### src/mte_pkg.sv
// shared types, constants and edge tables for the tetrahedra vertex extractor
// no dependencies
package mte_pkg;

  localparam int GRID_SIDE = 256;
  localparam int NUM_EDGES = 36;
  localparam int Q_DEPTH = 4;
  localparam int Q_PTR_W = $clog2(Q_DEPTH);
  localparam int LIM_RAW = (GRID_SIDE - 1) * 256;
  localparam logic [15:0] COORD_LIM = (LIM_RAW > 65535) ? 16'hFFFF : 16'(LIM_RAW);
  localparam logic [7:0] ISO_RESET = 8'd25;

  // first and second corner of every edge, tetrahedron-major, edge order AB AC AD BC BD CD
  localparam logic [2:0] EDGE_A [NUM_EDGES] = '{
    3'd0, 3'd0, 3'd0, 3'd3, 3'd3, 3'd5,
    3'd0, 3'd0, 3'd0, 3'd7, 3'd7, 3'd3,
    3'd0, 3'd0, 3'd0, 3'd7, 3'd7, 3'd3,
    3'd0, 3'd0, 3'd0, 3'd6, 3'd6, 3'd5,
    3'd0, 3'd0, 3'd0, 3'd7, 3'd7, 3'd6,
    3'd0, 3'd0, 3'd0, 3'd7, 3'd7, 3'd6
  };
  localparam logic [2:0] EDGE_B [NUM_EDGES] = '{
    3'd3, 3'd5, 3'd1, 3'd5, 3'd1, 3'd1,
    3'd7, 3'd3, 3'd2, 3'd3, 3'd2, 3'd2,
    3'd7, 3'd3, 3'd5, 3'd3, 3'd5, 3'd5,
    3'd6, 3'd5, 3'd4, 3'd5, 3'd4, 3'd4,
    3'd7, 3'd6, 3'd2, 3'd6, 3'd2, 3'd2,
    3'd7, 3'd6, 3'd5, 3'd6, 3'd5, 3'd5
  };

  typedef struct packed {
    logic [7:0][7:0]       corner;
    logic [2:0][7:0]       org;
    logic [7:0]            thr;
    logic [NUM_EDGES-1:0]  mask;
  } cube_entry_t;

  typedef struct packed {
    logic full;
    logic empty;
  } q_status_t;

endpackage

### src/mte_front.sv
// front end: classifies corners against the threshold and marks crossing edges
// depends on mte_pkg
module mte_front (
  input  logic [7:0][7:0]         corner,
  input  logic [2:0][7:0]         org,
  input  logic [7:0]              thr,
  output mte_pkg::cube_entry_t    entry,
  output logic                    has_cross
);
  import mte_pkg::*;

  logic [7:0]           below;
  logic [NUM_EDGES-1:0] mask;

  always_comb begin
    for (int c = 0; c < 8; c++) begin
      below[c] = corner[c] < thr;
    end
    for (int k = 0; k < NUM_EDGES; k++) begin
      mask[k] = below[EDGE_A[k]] ^ below[EDGE_B[k]];
    end
  end

  assign entry.corner = corner;
  assign entry.org    = org;
  assign entry.thr    = thr;
  assign entry.mask   = mask;
  assign has_cross    = |mask;

endmodule

### src/mte_queue.sv
// small register queue between the front and back ends
// depends on mte_pkg
module mte_queue (
  input  logic                    clk,
  input  logic                    rst_n,
  input  logic                    push,
  input  mte_pkg::cube_entry_t    wr_data,
  input  logic                    pop,
  output mte_pkg::cube_entry_t    rd_data,
  output mte_pkg::q_status_t      status
);
  import mte_pkg::*;

  cube_entry_t          mem_r [Q_DEPTH];
  logic [Q_PTR_W-1:0]   wr_ptr_r, rd_ptr_r;
  logic [Q_PTR_W:0]     count_r, count_nxt;

  always_ff @(posedge clk) begin
    if (push) begin
      mem_r[wr_ptr_r] <= wr_data;
    end
  end

  always_comb begin
    count_nxt = count_r;
    if (push && !pop) count_nxt = count_r + 1'b1;
    else if (pop && !push) count_nxt = count_r - 1'b1;
  end

  always_ff @(posedge clk) begin
    if (!rst_n) begin
      wr_ptr_r <= '0;
      rd_ptr_r <= '0;
      count_r  <= '0;
    end else begin
      if (push) wr_ptr_r <= wr_ptr_r + 1'b1;
      if (pop)  rd_ptr_r <= rd_ptr_r + 1'b1;
      count_r <= count_nxt;
    end
  end

  assign rd_data      = mem_r[rd_ptr_r];
  assign status.full  = count_r == (Q_PTR_W+1)'(Q_DEPTH);
  assign status.empty = count_r == '0;

endmodule

### src/mte_back.sv
// back end: walks crossing edges, divides for the fraction, places each vertex
// depends on mte_pkg
module mte_back (
  input  logic                    clk,
  input  logic                    rst_n,
  input  mte_pkg::cube_entry_t    q_data,
  input  mte_pkg::q_status_t      q_status,
  output logic                    q_pop,
  output logic                    out_valid,
  input  logic                    out_stall,
  output logic [15:0]             vert_x,
  output logic [15:0]             vert_y,
  output logic [15:0]             vert_z,
  output logic                    last_vertex
);
  import mte_pkg::*;

  typedef enum logic [3:0] {
    S_IDLE = 4'b0001,
    S_SEL  = 4'b0010,
    S_DIV  = 4'b0100,
    S_OUT  = 4'b1000
  } state_t;

  state_t               state_r, state_nxt;
  cube_entry_t          cur_r;
  logic [NUM_EDGES-1:0] mask_r, mask_nxt;
  logic [2:0]           lo_r, hi_r;
  logic [7:0]           den_r, rem_r, rem_nxt;
  logic [7:0]           q_r, q_nxt;
  logic                 q8_r;
  logic                 half_r;
  logic                 out_valid_r;
  logic [15:0]          vx_r, vy_r, vz_r;
  logic                 last_r;

  // edge select
  logic [$clog2(NUM_EDGES)-1:0] idx;
  logic [2:0] ca, cb;
  logic [7:0] va, vb;
  always_comb begin
    idx = '0;
    for (int k = NUM_EDGES - 1; k >= 0; k--) begin
      if (mask_r[k]) idx = ($clog2(NUM_EDGES))'(k);
    end
    ca = EDGE_A[idx];
    cb = EDGE_B[idx];
    va = cur_r.corner[ca];
    vb = cur_r.corner[cb];
  end

  // four restoring steps per cycle
  always_comb begin
    logic [8:0] r9;
    rem_nxt = rem_r;
    q_nxt   = q_r;
    for (int s = 0; s < 4; s++) begin
      r9 = {rem_nxt, 1'b0};
      if (r9 >= {1'b0, den_r}) begin
        rem_nxt = 8'(r9 - {1'b0, den_r});
        q_nxt   = {q_nxt[6:0], 1'b1};
      end else begin
        rem_nxt = r9[7:0];
        q_nxt   = {q_nxt[6:0], 1'b0};
      end
    end
  end

  // vertex placement
  logic [8:0]  frac;
  logic [15:0] pos [3];
  always_comb begin
    logic [17:0] base, v;
    frac = {q8_r, q_r};
    for (int ax = 0; ax < 3; ax++) begin
      base = (18'(cur_r.org[ax]) + 18'(lo_r[ax])) << 8;
      if (hi_r[ax] && !lo_r[ax])      v = base + 18'(frac);
      else if (!hi_r[ax] && lo_r[ax]) v = base - 18'(frac);
      else                            v = base;
      pos[ax] = (v > 18'(COORD_LIM)) ? COORD_LIM : v[15:0];
    end
  end

  logic out_free;
  assign out_free = !out_valid_r || !out_stall;
  assign q_pop    = (state_r == S_IDLE) && !q_status.empty;

  always_comb begin
    state_nxt = state_r;
    mask_nxt  = mask_r;
    unique case (state_r)
      S_IDLE: if (!q_status.empty) begin
        state_nxt = S_SEL;
        mask_nxt  = q_data.mask;
      end
      S_SEL: begin
        state_nxt     = S_DIV;
        mask_nxt[idx] = 1'b0;
      end
      S_DIV: if (half_r) state_nxt = S_OUT;
      S_OUT: if (out_free) state_nxt = (mask_r == '0) ? S_IDLE : S_SEL;
      default: state_nxt = S_IDLE;
    endcase
  end

  always_ff @(posedge clk) begin
    if (!rst_n) begin
      state_r     <= S_IDLE;
      out_valid_r <= 1'b0;
      half_r      <= 1'b0;
    end else begin
      state_r <= state_nxt;
      if (state_r == S_SEL) half_r <= 1'b0;
      else if (state_r == S_DIV) half_r <= !half_r;
      if (state_r == S_OUT && out_free) out_valid_r <= 1'b1;
      else if (!out_stall) out_valid_r <= 1'b0;
    end
  end

  always_ff @(posedge clk) begin
    mask_r <= mask_nxt;
    if (q_pop) cur_r <= q_data;
    if (state_r == S_SEL) begin
      // the lower-valued end is the one below the threshold
      if (va > vb) begin
        lo_r  <= cb;
        hi_r  <= ca;
        den_r <= va - vb;
        q8_r  <= (cur_r.thr - vb) == (va - vb);
        rem_r <= ((cur_r.thr - vb) == (va - vb)) ? 8'd0 : cur_r.thr - vb;
      end else begin
        lo_r  <= ca;
        hi_r  <= cb;
        den_r <= vb - va;
        q8_r  <= (cur_r.thr - va) == (vb - va);
        rem_r <= ((cur_r.thr - va) == (vb - va)) ? 8'd0 : cur_r.thr - va;
      end
      q_r <= '0;
    end else if (state_r == S_DIV) begin
      rem_r <= rem_nxt;
      q_r   <= q_nxt;
    end
    if (state_r == S_OUT && out_free) begin
      vx_r   <= pos[0];
      vy_r   <= pos[1];
      vz_r   <= pos[2];
      last_r <= mask_r == '0;
    end
  end

  assign out_valid   = out_valid_r;
  assign vert_x      = vx_r;
  assign vert_y      = vy_r;
  assign vert_z      = vz_r;
  assign last_vertex = last_r;

endmodule

### src/marching_tetrahedra_vertex_extract.sv
// marching tetrahedra vertex extractor: cube in, crossing vertices out
// a crossing cube goes through the queue, then idle, select, divide, output
// throughput: one cube per cycle while the queue has room; cubes with no
//   crossing are dropped at the front; in the back end each vertex goes through
//   edge select, divide (four quotient bits at a time) and placement
// reset: synchronous active-low rst_n empties the queue, threshold returns to 25
module marching_tetrahedra_vertex_extract (
  input  logic        clk,
  input  logic        rst_n,
  // cube input channel
  input  logic        in_valid,
  output logic        in_stall,
  input  logic [7:0]  in_corner0,
  input  logic [7:0]  in_corner1,
  input  logic [7:0]  in_corner2,
  input  logic [7:0]  in_corner3,
  input  logic [7:0]  in_corner4,
  input  logic [7:0]  in_corner5,
  input  logic [7:0]  in_corner6,
  input  logic [7:0]  in_corner7,
  input  logic [7:0]  in_cube_x,
  input  logic [7:0]  in_cube_y,
  input  logic [7:0]  in_cube_z,
  // vertex output channel
  output logic        out_valid,
  input  logic        out_stall,
  output logic [15:0] out_vert_x,
  output logic [15:0] out_vert_y,
  output logic [15:0] out_vert_z,
  output logic        out_last_vertex,
  // threshold write channel
  input  logic        cfg_valid,
  output logic        cfg_ready,
  input  logic [7:0]  cfg_iso_threshold
);
  import mte_pkg::*;

  logic [7:0]  iso_r;
  cube_entry_t fr_entry, q_data;
  q_status_t   q_status;
  logic        has_cross, push, pop, in_take;

  // threshold register, always writable
  assign cfg_ready = 1'b1;
  always_ff @(posedge clk) begin
    if (!rst_n) begin
      iso_r <= ISO_RESET;
    end else if (cfg_valid && cfg_ready) begin
      iso_r <= cfg_iso_threshold;
    end
  end

  // front end: classify corners, mark crossing edges
  mte_front u_front (
    .corner    ({in_corner7, in_corner6, in_corner5, in_corner4,
                 in_corner3, in_corner2, in_corner1, in_corner0}),
    .org       ({in_cube_z, in_cube_y, in_cube_x}),
    .thr       (iso_r),
    .entry     (fr_entry),
    .has_cross (has_cross)
  );

  // only cubes with at least one crossing enter the queue
  assign in_stall = q_status.full;
  assign in_take  = in_valid && !in_stall;
  assign push     = in_take && has_cross;

  mte_queue u_queue (
    .clk     (clk),
    .rst_n   (rst_n),
    .push    (push),
    .wr_data (fr_entry),
    .pop     (pop),
    .rd_data (q_data),
    .status  (q_status)
  );

  // back end: one vertex per transaction on the output channel
  mte_back u_back (
    .clk         (clk),
    .rst_n       (rst_n),
    .q_data      (q_data),
    .q_status    (q_status),
    .q_pop       (pop),
    .out_valid   (out_valid),
    .out_stall   (out_stall),
    .vert_x      (out_vert_x),
    .vert_y      (out_vert_y),
    .vert_z      (out_vert_z),
    .last_vertex (out_last_vertex)
  );

`ifndef SYNTH
  // queue cannot report full and empty together
  a_q_status: assert property (@(posedge clk) disable iff (!rst_n)
    !(q_status.full && q_status.empty))
    else $error("queue full and empty at once");

  // back end never pops an empty queue
  a_pop_ok: assert property (@(posedge clk) disable iff (!rst_n)
    pop |-> !q_status.empty)
    else $error("pop from empty queue");

  // front end never pushes into a full queue
  a_push_ok: assert property (@(posedge clk) disable iff (!rst_n)
    push |-> !q_status.full)
    else $error("push into full queue");
`endif

endmodule

### config.mk
export PLATFORM = sky130hd
export DESIGN_NAME = marching_tetrahedra_vertex_extract
export DESIGN_NICKNAME = d
export VERILOG_FILES = /design/src/mte_pkg.sv /design/src/mte_front.sv /design/src/mte_queue.sv /design/src/mte_back.sv /design/src/marching_tetrahedra_vertex_extract.sv
export SDC_FILE = /design/constraint.sdc
export NUM_CORES = 1
export LEC_CHECK = 0
export ABC_AREA = 1
export CORE_AREA = 4 4 225 315
export CTS_CLUSTER_SIZE = 20
export DETAILED_ROUTE_END_ITERATION = 16
export DIE_AREA = 0 0 229 319
export DONT_BUFFER_PORTS = 1
export PLACE_DENSITY = 0.63
export SYNTH_ARGS = -nofsm -noshare
export SYNTH_HDL_FRONTEND = slang
export SYNTH_SLANG_ARGS = --single-unit
### constraint.sdc
create_clock -name clk -period 9.5 [get_ports clk]
set_input_delay 0 -clock clk [delete_from_list [all_inputs] [get_ports clk]]
set_output_delay 0 -clock clk [all_outputs]
set_load 0.02 [all_outputs]
; Yosys cells after proc, flatten, opt, wreduce, memory -nomap -nowiden
; Memories as Yosys holds them, arrays and structs flattened. A register that Yosys moved wholly into a read port is not among the register bits.
; Index checks and enable logic that the tools add are counted.
[totals]
mem_count = 3
rom_bits = 384
reg_bits = 233
inputBits = 101
out_inout_bits = 52
ram_bits = 528
wordCells = 229
[classes]
bitwise_logic = 23
magnitude_cmp = 21
addsub = 21
muxes = 84
n_reduce_logical = 36
n_eq_ne = 11
[memory_table]
columns = memory, words, width, read_ports, rd_clocked_by_memory_dff, write_ports, line_no
row1 = u_queue.mem_r, 4, 132, 1, 1, 1, mte_queue.sv:14  ; cube_entry_t mem_r [Q_DEPTH];
row2 = (name not given), 64, 3, 1, 0, 0, mte_back.sv:46  ; ca = EDGE_A[idx];
row3 = (name not given), 64, 3, 1, 0, 0, mte_back.sv:47  ; cb = EDGE_B[idx];
[op_table]
columns = op, count
row1 = 6-bit 2-to-1 mux, 36
row2 = 18-bit 2-to-1 mux, 6
row3 = 8-bit 2-to-1 mux, 12
row4 = 36-bit one-hot mux with 2 select lines, 1
row5 = 8-bit < comparator, 8
row6 = 8-bit subtractor, 8
row7 = 17-bit by 9-bit adder with 18-bit output, 3
row8 = "18-bit by 16-bit greater-than comparator with 1-bit output, second input constant", 3
row9 = 17-bit by 9-bit subtractor with 18-bit output, 3
row10 = 8-bit binary-select mux with 3-bit select, 2
row11 = 36-bit AND, 1
row12 = 9-bit by 8-bit greater-or-equal comparator with 1-bit output, 4
row13 = 36-bit logical NOT, 1
row14 = 36-bit 2-to-1 mux, 1
row15 = 36-bit NOT, 1
row16 = 8-bit by 1-bit adder with 9-bit output, 3
row17 = 3-bit 2-to-1 mux, 8
row18 = 19-bit OR reduction, 1
row19 = 1-bit XOR, 19
row20 = 8-bit equality test, 2
row21 = 4-bit one-hot mux with 4 select lines, 1
row22 = 1-bit logical AND, 13
row23 = 1-bit logical NOT, 13
row24 = 4-bit 2-to-1 mux, 3
row25 = 26 further kinds, 43

; Logic depth before layout (Yosys ltp)
; Gate-level depths: netlist of run 1.
[logic_depth]
depth_word = 47
ltp_mapped = 74
depth_no_buf = 73

; Cells and area by module
; Synthesis of run 1 repeated with hierarchy kept, for this count alone.
[unflattened]
hier_cells = 3704
hier_area_um2 = 38232.9
[modules_own_cells]
columns = module, cells_each, n_inst, seq_area_each_um2, area_per_inst_um2
row1 = mte_queue, 1334, 1, 16035.4, 19866.6
row2 = mte_back, 1905, 1, 6406.1, 15408.5
row3 = mte_front, 416, 1, 0.0, 2627.5
row4 = marching_tetrahedra_vertex_extract, 49, 1, 160.2, 330.3

; Worst setup path after synthesis of run 1
; No wires, ideal clock.
[synth_path]
path_type = flip-flop to flip-flop
from = register u_back.den_r[2]
to = register u_back.rem_r[2] (data pin)
stages_incl_launch_ff = 61
n_path_buf = 4
setup_slack_ps = 1629
required_ps = 9245
synth_period_minus_slack_ps = 7871
t_arrival_ps = 7616
setup_ps = 255
path_cell_list = edfxtp_1 -> inv_1 -> ha_1 -> a21oi_1 -> o21ai_0 -> a21oi_1 -> nor2_1 -> o21a_1 -> nor2_1 -> nor2_1 -> nor2_1 -> clkbuf_1 -> nor2_1 -> ha_1 -> a21oi_1 -> o21bai_1 -> a21oi_1 -> inv_1 -> (+25 left out) -> ha_1 -> a21oi_1 -> nand2_1 -> a21oi_1 -> inv_1 -> a21oi_1 -> inv_1 -> a21oi_1 -> o21bai_1 -> nand2_1 -> o21ai_0 -> a311oi_1 -> nand2_1 -> inv_1 -> buf_2 -> o21ai_0 -> nor2_1 -> a21oi_2
[synth_between]
elab_chain_cells = 10
word_cells_on_any_way = 14
classes_between = 4 x add/sub / 4 x order compare / 6 x mux
[synth_rtl]
columns = element, line_no
row1 = from (decl), mte_back.sv:29  ; logic [7:0] den_r, rem_r, rem_nxt;
row2 = from (signal assigned), mte_back.sv:128  ; den_r <= va - vb;
row3 = from (signal assigned), mte_back.sv:134  ; den_r <= vb - va;
row4 = 8-bit subtractor / 9-bit by 8-bit greater-or-equal comparator with 1-bit output (equally long branches), "mte_back.sv:60, mte_back.sv:59"
row5 = 8-bit 2-to-1 mux, mte_back.sv:59  ; if (r9 >= {1'b0, den_r}) begin
row6 = 8-bit subtractor / 9-bit by 8-bit greater-or-equal comparator with 1-bit output (equally long branches), "mte_back.sv:60, mte_back.sv:59"
row7 = 8-bit 2-to-1 mux, mte_back.sv:59
row8 = 9-bit by 8-bit greater-or-equal comparator with 1-bit output / 8-bit subtractor (equally long branches), "mte_back.sv:59, mte_back.sv:60"
row9 = 8-bit 2-to-1 mux, mte_back.sv:59
row10 = 8-bit subtractor / 9-bit by 8-bit greater-or-equal comparator with 1-bit output (equally long branches), "mte_back.sv:60, mte_back.sv:59"
row11 = 8-bit 2-to-1 mux *, mte_back.sv:59
row12 = 8-bit 2-to-1 mux *, mte_back.sv:139  ; end else if (state_r == S_DIV) begin
row13 = 8-bit 2-to-1 mux *, mte_back.sv:123  ; if (state_r == S_SEL) begin
row14 = to (signal assigned), mte_back.sv:130  ; rem_r <= ((cur_r.thr - vb) == (va - vb)) ? 8'd0 : cur_r.thr - vb;
row15 = to (signal assigned), mte_back.sv:136  ; rem_r <= ((cur_r.thr - va) == (vb - va)) ? 8'd0 : cur_r.thr - va;
row16 = to (signal assigned), mte_back.sv:140  ; rem_r <= rem_nxt;
row17 = to (decl), mte_back.sv:29
; Every way passes the cells marked *; elsewhere a longest branch is shown, timed or not. The select of a mux whose other input is x is not followed.
; A chain may end at the register's enable or synchronous reset.

; Final worst setup path of run 1
[layout_path]
from = register u_back.den_r[2]
to = register u_back.rem_r[3] (data pin)
; The elaborated chain is that of the path after synthesis.

==> impl_results.md, run 1 <==
* Nets in the synthesized netlist at 3,424
* Area of the multi-input gates at 11,600 µm²
* Global Route met2 Usage at 0.431
* Leading register cell type out of synthesis: sky130_fd_sc_hd__edfxtp_1
* Area fraction of the dominant cell type after synthesis at 0.590
* Global Route Usage Sum at 0.237
* Shortest clock period the worst path allows after layout at 8.44 ns
* Die area at 73,100 µm²
* Library cell with the highest instance count after synthesis: sky130_fd_sc_hd__edfxtp_1
* Most instantiated cells after synthesis: sky130_fd_sc_hd__edfxtp_1, sky130_fd_sc_hd__nor2_1, sky130_fd_sc_hd__nand2_1, sky130_fd_sc_hd__o21ai_0, sky130_fd_sc_hd__inv_1
* Total negative slack at 0 ns
* Final GP Congestion at 0.937
* Clock tree sinks at 695
* Final clock skew at 0.0230 ns
* DRC marker count from the first detailed-route iteration at 1,833
* Pins over their slew limit at 0
* Fraction of the yosys area taken by sequential cells at 0.609
* Met3 demand-to-capacity share in global routing at 0.0329
* CTS buffer count at 68
* RSZ-0062 raised after global routing: false
* Number of register bits inferred by synthesis at 695
* Die extent in x at 229 µm
* Worst-case headroom to the max-slew limit at 0.274
* Critical Path End Type: register
* Clock tree from TritonCTS: done
* Filler Cells Inserted at 5,694
* Global-route congestion overflow total at 0
* Largest net degree at the start of global routing at 130
* Via count at 23,828
* Die outline height at 319 µm
* EDFF count, synth at 664
* Per-instance average area after synthesis at 10.7 µm²
* Max Cap Violations at 0
* Largest buffer count on any clock path at 3
* Worst hold slack at 0.0496 ns
* Dominant cells by area after synthesis: sky130_fd_sc_hd__edfxtp_1, sky130_fd_sc_hd__ha_1, sky130_fd_sc_hd__o21ai_0, sky130_fd_sc_hd__nor2_1, sky130_fd_sc_hd__nand2_1
* Clock slew seen by the registers of the worst setup and hold paths at 0.07 ns
* Antenna fix cells at 0
* Initial antenna violation count at 2
* Endpoints failing hold at 0
* GRT met1 Usage at 0.287
* Nets at 3,505
* Clock network latency to the later pin of the worst-skew pair at 0.62 ns
* Timing startpoint of the critical path: u_back.den_r[2]
* Tightest Hold Check Type: primary input to register
* Fraction of the cycle the final worst path needs at 0.888
* Placeable Area at 67,900 µm²
* Via count normalized by instance count at 5.72
* Status: finished, final reports clean
* Yosys warnings at 0
* Final setup fails at 0
* Layout cell share with drive strength beyond 1 at 0.0699
* PortBufs at 0
* Most Frequent Cell on Critical Path: sky130_fd_sc_hd__a21oi_1
* Via count of the first global-routing pass at 23,756
* H-Tree Depth at 3
* Initial core utilization at 0.498
* Crit Path Class: register to register
* Syn Inst Count at 3,170
* I/O pin count at 153
* Most used routing layer: met2
* Stage delay of the slowest cell on the critical path at 0.38 ns
* Cell with the largest stage delay on the worst path: sky130_fd_sc_hd__edfxtp_1
* Placement-stage worst setup slack at 0.675 ns
* Largest driver fanout on the critical path at 11
* Final WS setup at 1.06 ns
* Drt total wl at 88,100 µm
* Wire per inst at 21.1 µm
* Slew at the pin with the worst max-slew slack at 1.09 ns
* R2r startpoint: u_back.den_r[2]
* Achievable frequency at 118 MHz
* Worst endpoint data arrival time at 8.89 ns
* Startpoint of the lowest-slack hold path: in_corner4[7]
* Number of distinct standard cells referenced by the synthesized netlist at 63
* Register area at 20,600 µm²
* First-pass iteration count of the detailed router at 5
* Num rows at 113
* Fraction of registers with async set/reset at 0
* Layout overhead on the synthesized area at 12.3%
* Wire length of the first global-routing pass at 136,000 µm
* CP startpoint kind: register
* Clock Tree Root: sky130_fd_sc_hd__clkbuf_16
* DRT antenna net count at 0
* Post-synthesis cell area at 33,800 µm²
* HPWL Detailed at 58,300 µm
* Endpoint required time on the critical path at 9.95 ns
* DRC violation count after routing at 0
* Most area-hungry cell type in the Yosys netlist: sky130_fd_sc_hd__edfxtp_1
worst paths after layout:
check / slack, ns / end / cells after the start
max reg2reg: 1.06 / u_back.rem_r[3] / 60
min: 0.05 / u_queue.mem_r[0][23] / 3
max: 1.06 / u_back.rem_r[3] / 60
min reg2reg: 0.47 / register / 2
repair_timing:
item | CTS | global route
hold buffers | 100 | 0
gates resized for setup | 0 | 8
buffers inserted | 0 | 1
hold endpoints to repair | 375 | 0
endpoints found under the setup margin | 0 | 9
worst max-delay path, delay by kind of cell, from the launching register on:
kind	cells	cell delay, ns
flip-flops	1	0.38
buffers and inverters	9	1.00
adder cells (fa/ha/maj)	4	1.24
AND/OR/NAND/NOR	21	1.90
AO/OA/AOI/OAI	26	3.76
logic make-up after synthesis:
kind of cell,share of synthesized area
XOR/XNOR,0.0280
adder cells (fa/ha/maj),0.0580
flip-flops,0.609
AND/OR/NAND/NOR,0.124
AO/OA/AOI/OAI,0.131
buffers and inverters,0.0490
multiplexers,0.00119
other,0.000111
cell type report:
cell class,count,share of cell area
Clock buffer,87,0.0500
Timing Repair Buffer,133,0.0329
Inverter,314,0.0313
Multi-Input combinational cell,2039,0.307
Tap cell,862,0.0284
Sequential cell,695,0.542
Clock inverter,36,0.00838
cells in the final DEF (no fill, tap or decap), types with 13 or more instances in the layout:
master	instances
sky130_fd_sc_hd__inv_2	26
sky130_fd_sc_hd__buf_4	33
sky130_fd_sc_hd__inv_1	282
sky130_fd_sc_hd__dlygate4sd3_1	100
sky130_fd_sc_hd__dfxtp_1	29
sky130_fd_sc_hd__nor2_1	428
sky130_fd_sc_hd__nand3_1	64
sky130_fd_sc_hd__nand4_1	24
sky130_fd_sc_hd__edfxtp_1	664
sky130_fd_sc_hd__nor4_1	19
sky130_fd_sc_hd__clkinv_1	14
sky130_fd_sc_hd__o211ai_1	57
sky130_fd_sc_hd__clkbuf_16	72
sky130_fd_sc_hd__nor3_1	18
sky130_fd_sc_hd__ha_1	147
sky130_fd_sc_hd__o21ai_0	355
sky130_fd_sc_hd__nand2_1	400
sky130_fd_sc_hd__xor2_1	88
sky130_fd_sc_hd__xnor2_1	18
sky130_fd_sc_hd__a21oi_1	117
sky130_fd_sc_hd__or2_2	13
sky130_fd_sc_hd__o22ai_1	148
sky130_fd_sc_hd__o21ai_1	14
flip-flops by register name, indices dropped and copies added (netlist names), 2 cells and up, named ones only:
name	cells
u_back.state_r	4
u_back.vert_x	16
u_back.q_r	8
u_back.lo_r	3
u_queue.count_r	3
iso_r	8
u_queue.rd_ptr_r	2
u_queue.wr_ptr_r	2
u_back.mask_r	36
u_back.den_r	8
u_back.vert_y	16
u_back.hi_r	3
u_back.rem_r	8
u_back.vert_z	16
u_back.cur_r	96
u_queue.mem_r	460
routing by layer:
layer | wire length (µm) | up-vias
li1 | - | 11393
met1 | 35400 | 11500
met2 | 45100 | 756
met3 | 4490 | 177
met4 | 3190 | 2
met5 | 13 | -
metrics by stage:
step / utilization / area (µm²) / cells
2_1_floorplan: - / 33800 / 3170
5_1_grt: 0.559 / 37900 / 4166
3_3_place_gp: 0.511 / 34700 / 3942
3_5_place_dp: 0.511 / 34700 / 3942
6_report: 0.559 / 37900 / 4166
4_1_cts: 0.559 / 37900 / 4165
Power of run 1 is not shown: default switching activity piles up to over one toggle a cycle in this logic, so the estimate is an artifact.
==> run 2, diff against run 1 <==
CORE_AREA = 2 2 223 313   (was 4 4 225 315)
CTS_BUF_LIST = sky130_fd_sc_hd__clkbuf_4 sky130_fd_sc_hd__clkbuf_8 sky130_fd_sc_hd__clkbuf_16   (was default)
DIE_AREA = 0 0 225 315   (was 0 0 229 319)
==> impl_results.md, run 2 (synthesis gave the netlist of run 1 again) <==
* Fraction of the cycle the final worst path needs at 0.904 (+0.0155)
* Largest register by flop count: u_queue.mem_r
* Global Route met2 Usage at 0.461 (+0.0297)
* DRC violation count after routing at 0 (unchanged)
* Via count of the first global-routing pass at 23,610 (-0.61%)
* DRT antenna net count at 0 (unchanged)
* Global Route Usage Sum at 0.250 (+0.0128)
* End of the worst hold path: iso_r[0]
* Nets at 3,517 (+0.34%)
* Largest buffer count on any clock path at 3 (unchanged)
* Cell type group with the largest total delay on the critical path: compound AO/OA/AOI/OAI gates
* GRT met1 Usage at 0.295 (+0.00722)
* Endpoint required time on the critical path at 9.96 ns (about the same)
* Critical Path End Type: register
* Worst Reg2Reg Path Length in Cells at 59 (-1.7%)
* HPWL Detailed at 59,500 µm (+2.0%)
* Clock slew seen by the registers of the worst setup and hold paths at 0.07 ns (about the same)
* Most frequent cells in the layout: sky130_fd_sc_hd__edfxtp_1, sky130_fd_sc_hd__nor2_1, sky130_fd_sc_hd__nand2_1
* Num rows at 114 (+0.88%)
* Largest driver fanout on the critical path at 12 (+1)
* Die outline height at 315 µm (-1.3%)
* Max FFs per register at 460 (unchanged)
* CP bufs+invs at 10 (+1)
* Pins over their slew limit at 0 (unchanged)
* Die area at 70,900 µm² (-3.0%)
* Via count normalized by instance count at 5.70 (-0.37%)
* Achievable frequency at 116 MHz (-1.7%)
* Clock network latency to the later pin of the worst-skew pair at 0.62 ns (about the same)
* Global-route congestion overflow total at 0 (unchanged)
* Endpoint of the lowest-slack register-to-register path: u_back.rem_r[6]
* PortBufs at 0 (unchanged)
* Met3 demand-to-capacity share in global routing at 0.0340 (+0.00116)
* Status: finished, final reports clean
* Crit Path Class: register to register
* Layout cell share with drive strength beyond 1 at 0.0784 (+0.00845)
* Clock tree from TritonCTS: done
* Layout overhead on the synthesized area at 12.9%
* Total negative slack at 0 ns (unchanged)
* WP depth at 59 (-1.7%)
* H-Tree Depth at 3 (unchanged)
* Clock Tree Root: sky130_fd_sc_hd__clkbuf_16
* Final clock skew at 0.0222 ns (-0.000729 ns)
* Worst endpoint data arrival time at 9.04 ns (+0.15 ns)
* Final setup fails at 0 (unchanged)
* Max Cap Violations at 0 (unchanged)
* Initial core utilization at 0.494 (-0.00334)
* Commonest non-fill, non-tap cell in the layout: sky130_fd_sc_hd__edfxtp_1
* Initial antenna violation count at 2 (unchanged)
* Via count at 23,877 (+0.21%)
* Top flop regs: u_queue.mem_r x460, u_back.cur_r x96, u_back.mask_r x36
* R2r startpoint: u_back.den_r[1]
* Most used routing layer: met2
* Cell with the largest stage delay on the worst path: sky130_fd_sc_hd__edfxtp_1
* Startpoint of the lowest-slack hold path: cfg_iso_threshold[0]
* CTS buffer count at 69 (+1.5%)
* Placeable Area at 68,300 µm² (+0.67%)
* CP startpoint kind: register
* Most Frequent Cell on Critical Path: sky130_fd_sc_hd__a21oi_1
* Tightest Hold Check Type: primary input to register
* Largest net degree at the start of global routing at 148 (+14%)
* I/O pin count at 153 (unchanged)
* RSZ-0062 raised after global routing: false
* First-pass iteration count of the detailed router at 6 (+1)
* DRC marker count from the first detailed-route iteration at 1,962 (+7.0%)
* Setup slack of the worst register-to-register path at 0.91 ns (-0.15 ns)
* Worst-case headroom to the max-slew limit at 0.270 (-0.00446)
* Worst Hold Depth at 3 (unchanged)
* Final GP Congestion at 0.959 (+2.4%)
* Drt total wl at 89,000 µm (+1.1%)
* Wire per inst at 21.2 µm (+0.48%)
* Wire length of the first global-routing pass at 135,000 µm (-0.24%)
* Die extent in x at 225 µm (-1.7%)
* Shortest clock period the worst path allows after layout at 8.59 ns (+0.147 ns)
* Stage delay of the slowest cell on the critical path at 0.43 ns (+0.05 ns)
* Endpoints failing hold at 0 (unchanged)
* Slew at the pin with the worst max-slew slack at 1.10 ns (+0.00670 ns)
* Clock tree sinks at 695 (unchanged)
## run 2: cell types whose count changed in the layout (fill, tap and decap cells not counted), sizes merged
cell,before,now
clkinvlp,5,7
clkbuf,87,91
clkinv,28,22
inv,313,314
bufinv,4,6
buf,33,44
diode,0,2
## run 2: cell type report
type,instances,area (µm²)
inverters,314,1190
diodes,2,5.00
flip-flops and latches,695,20600
clock inverters,35,373
multi-input cells,2039,11600
well taps,870,1090
repair buffers,144,1340
clock buffers,91,1940
fillers,5716,30200
## run 2: through the flow
stage                     hold WS (ns)  setup WS (ns)  cells  cell area [µm²]   util
after floorplan                 0.0989           1.63   3170            33800      -
after global placement          0.0990          0.694   3962            34800  0.509
after detailed placement        0.0990          0.659   3962            34800  0.509
after CTS                       0.0169          0.611   4188            38100  0.558
after global routing            0.0705         0.0476   4189            38100  0.558
final                           0.0682          0.913   4190            38100  0.558
## run 2: timing repair
action / CTS / global route
endpoints found under the setup margin: 0 / 8
hold buffers: 100 / 0
hold endpoints to repair: 375 / 0
buffers inserted: 0 / 0
gates resized for setup: 0 / 5
## run 2: how the worst max path moves through the flow
stage	from	end	slack, ns
5_1_grt	u_back.den_r[2]	u_back.rem_r[6]	0.05
4_1_cts	u_back.den_r[2]	u_back.rem_r[6]	0.61
6_report	u_back.den_r[1]	u_back.rem_r[6]	0.91
3_5_place_dp	u_back.den_r[2]	u_back.rem_r[6]	0.66
2_1_floorplan	u_back.den_r[2]	u_back.rem_r[2]	1.63
3_3_place_gp	u_back.den_r[2]	u_back.rem_r[6]	0.69
## run 2: layer usage
metal,routed length [µm],share of wire
met1,35400,0.40
met3,4100,0.046
met4,2860,0.032
met2,46700,0.52
met5,0,0
## run 2: worst min-delay path, cell delays in order
cell	delay, ns
sky130_fd_sc_hd__a21oi_1	0.04
sky130_fd_sc_hd__o21ai_0	0.06
sky130_fd_sc_hd__dlygate4sd3_1	0.54
Power of run 2 is left out for the same reason.
==> run 3, diff against run 2 <==
ABC_CLOCK_PERIOD_IN_PS = 9500   (was default)
BUFFER_PORTS_ARGS = -buffer_cell sky130_fd_sc_hd__buf_2   (was default)
DONT_BUFFER_PORTS = default   (was 1)
PLACE_DENSITY = 0.65   (was 0.63)
==> impl_results.md, run 3 (synthesis gave the netlist of run 1 again) <==
* Clock tree sinks at 695 (unchanged)
* Global-route congestion overflow total at 0 (unchanged)
* Placeable Area at 68,300 µm² (unchanged)
* I/O pin count at 153 (unchanged)
* RSZ-0062 raised after global routing: false
* Clock slew seen by the registers of the worst setup and hold paths at 0.07 ns (about the same)
* DRT antenna net count at 0 (unchanged)
* Via count of the first global-routing pass at 24,475 (+3.7%)
* Pins over their slew limit at 0 (unchanged)
* Wire length of the first global-routing pass at 136,000 µm (+0.16%)
* Final GP Congestion at 0.926 (-3.4%)
* Layout overhead on the synthesized area at 15.0%
* Global Route Usage Sum at 0.250 (-0.000525)
* PortBufs at 151 (+151)
* Max Cap Violations at 0 (unchanged)
* Die extent in x at 225 µm (unchanged)
* Clock tree from TritonCTS: done
* Status: finished, final reports clean
* Total setup buffers inserted after CTS at 0 (unchanged)
* Num rows at 114 (unchanged)
* Largest driver fanout on the critical path at 11 (-1)
* Via count normalized by instance count at 5.63 (-1.2%)
* Clock Tree Root: sky130_fd_sc_hd__clkbuf_16
* Top flop regs: u_queue.mem_r x460, u_back.cur_r x96, u_back.mask_r x36
* H-Tree Depth at 3 (unchanged)
* Endpoints failing hold at 0 (unchanged)
* First-pass iteration count of the detailed router at 8 (+2)
* Filler Cells Inserted at 5,674 (-0.73%)
* Largest net degree at the start of global routing at 129 (-13%)
* DRC violation count after routing at 0 (unchanged)
* Endpoint required time on the critical path at 9.95 ns (about the same)
* Initial core utilization at 0.494 (unchanged)
* Via count at 24,426 (+2.3%)
* Crit Path Class: register to register
* Total negative slack at 0 ns (unchanged)
* Cell with the largest stage delay on the worst path: sky130_fd_sc_hd__edfxtp_1
* Commonest non-fill, non-tap cell in the layout: sky130_fd_sc_hd__edfxtp_1
* Achievable frequency at 119 MHz (+1.8%)
* Final clock skew at 0.0195 ns (-0.00277 ns)
* Most Frequent Cell on Critical Path: sky130_fd_sc_hd__a21oi_1
* Slew at the pin with the worst max-slew slack at 1.20 ns (+0.104 ns)
* Stage delay of the slowest cell on the critical path at 0.37 ns (-0.06 ns)
* Clock network latency to the later pin of the worst-skew pair at 0.62 ns (about the same)
* Largest register by flop count: u_queue.mem_r
* Drt total wl at 88,600 µm (-0.47%)
* Cell type group with the largest total delay on the critical path: compound AO/OA/AOI/OAI gates
* DRC marker count from the first detailed-route iteration at 1,852 (-5.6%)
* Largest buffer count on any clock path at 3 (unchanged)
* Critical Path End Type: register
* Initial antenna violation count at 1 (-1)
* Fraction of the cycle the final worst path needs at 0.888 (-0.0159)
* Most frequent cells in the layout: sky130_fd_sc_hd__edfxtp_1, sky130_fd_sc_hd__nor2_1, sky130_fd_sc_hd__nand2_1
* Nets at 3,667 (+4.3%)
* Die area at 70,900 µm² (unchanged)
* Max FFs per register at 460 (unchanged)
* Layout cell share with drive strength beyond 1 at 0.111 (+0.0324)
* Final setup fails at 0 (unchanged)
* CP bufs+invs at 9 (-1)
* Shortest clock period the worst path allows after layout at 8.44 ns (-0.151 ns)
* CTS buffer count at 67 (-2.9%)
* Die outline height at 315 µm (unchanged)
* Worst endpoint data arrival time at 8.89 ns (-0.15 ns)
* HPWL Detailed at 57,600 µm (-3.1%)
* Worst-case headroom to the max-slew limit at 0.201 (-0.0694)
* Wire per inst at 20.4 µm (-3.9%)
* Tightest Hold Check Type: primary input to register
* CP startpoint kind: register
==> run 3: worst reg2reg max path: cells and delay by family, from the launching register on <==
| family | cells | cell delay [ns] |
|---|---|---|
| compound gates | 26 | 3.83 |
| simple gates | 21 | 1.79 |
| fa+ha+maj | 4 | 1.26 |
| buf+inv | 9 | 1.02 |
| flops | 1 | 0.37 |
==> run 3: path summary, 6_finish.rpt <==
| path | slack (ns) | from | cells after the start | end |
|---|---|---|---|---|
| worst max register to register | 1.06 | u_back.den_r[2] | 60 | u_back.rem_r[3] |
| worst max-delay path | 1.06 | u_back.den_r[2] | 60 | u_back.rem_r[3] |
| worst min-delay path | 0.12 | in_cube_z[2] | 2 | u_queue.mem_r[2][62] |
| worst min register to register | 0.46 | u_queue.rd_ptr_r[1] | 2 | register |
==> run 3: what timing repair did <==
action | CTS | global route
endpoints found under the hold margin | 372 | 0
endpoints found under the setup margin | 0 | 8
hold buffers | 114 | 0
gates resized for setup | 0 | 4
==> run 3: cell type report <==
| cell class | instances | area, µm² | area share |
|---|---|---|---|
| sequential | 695 | 20600 | 0.529 |
| multi-input combinational | 2039 | 11600 | 0.299 |
| timing repair buffer | 296 | 2180 | 0.0561 |
| clock buffer | 85 | 1930 | 0.0497 |
| inverter | 314 | 1190 | 0.0306 |
| tap | 870 | 1090 | 0.0280 |
| clock inverter | 38 | 278 | 0.00715 |
| antenna | 1 | 2.50 | 0.0000644 |
==> run 3: through the flow <==
step / std cells / hold slack (ns) / setup slack, ns / util / cell area [µm²]
floorplan: 3170 / 0.0989 / 1.63 / - / 33800
global placement: 4100 / 0.210 / 0.991 / 0.520 / 35500
detailed placement: 4100 / 0.216 / 0.973 / 0.520 / 35500
CTS: 4337 / 0.0906 / 0.882 / 0.569 / 38900
global route: 4338 / 0.135 / 0.0321 / 0.569 / 38900
finish: 4338 / 0.122 / 1.06 / 0.569 / 38900
==> run 3: metal layers <==
layer	vias to the layer above	GRT usage	routed length (µm)
met4	0	0.105	3260
li1	11684	-	-
met2	733	0.451	45700
met5	-	0	0
met1	11828	0.300	35500
met3	181	0.0322	4120
Power of run 3 is left out for the same reason.
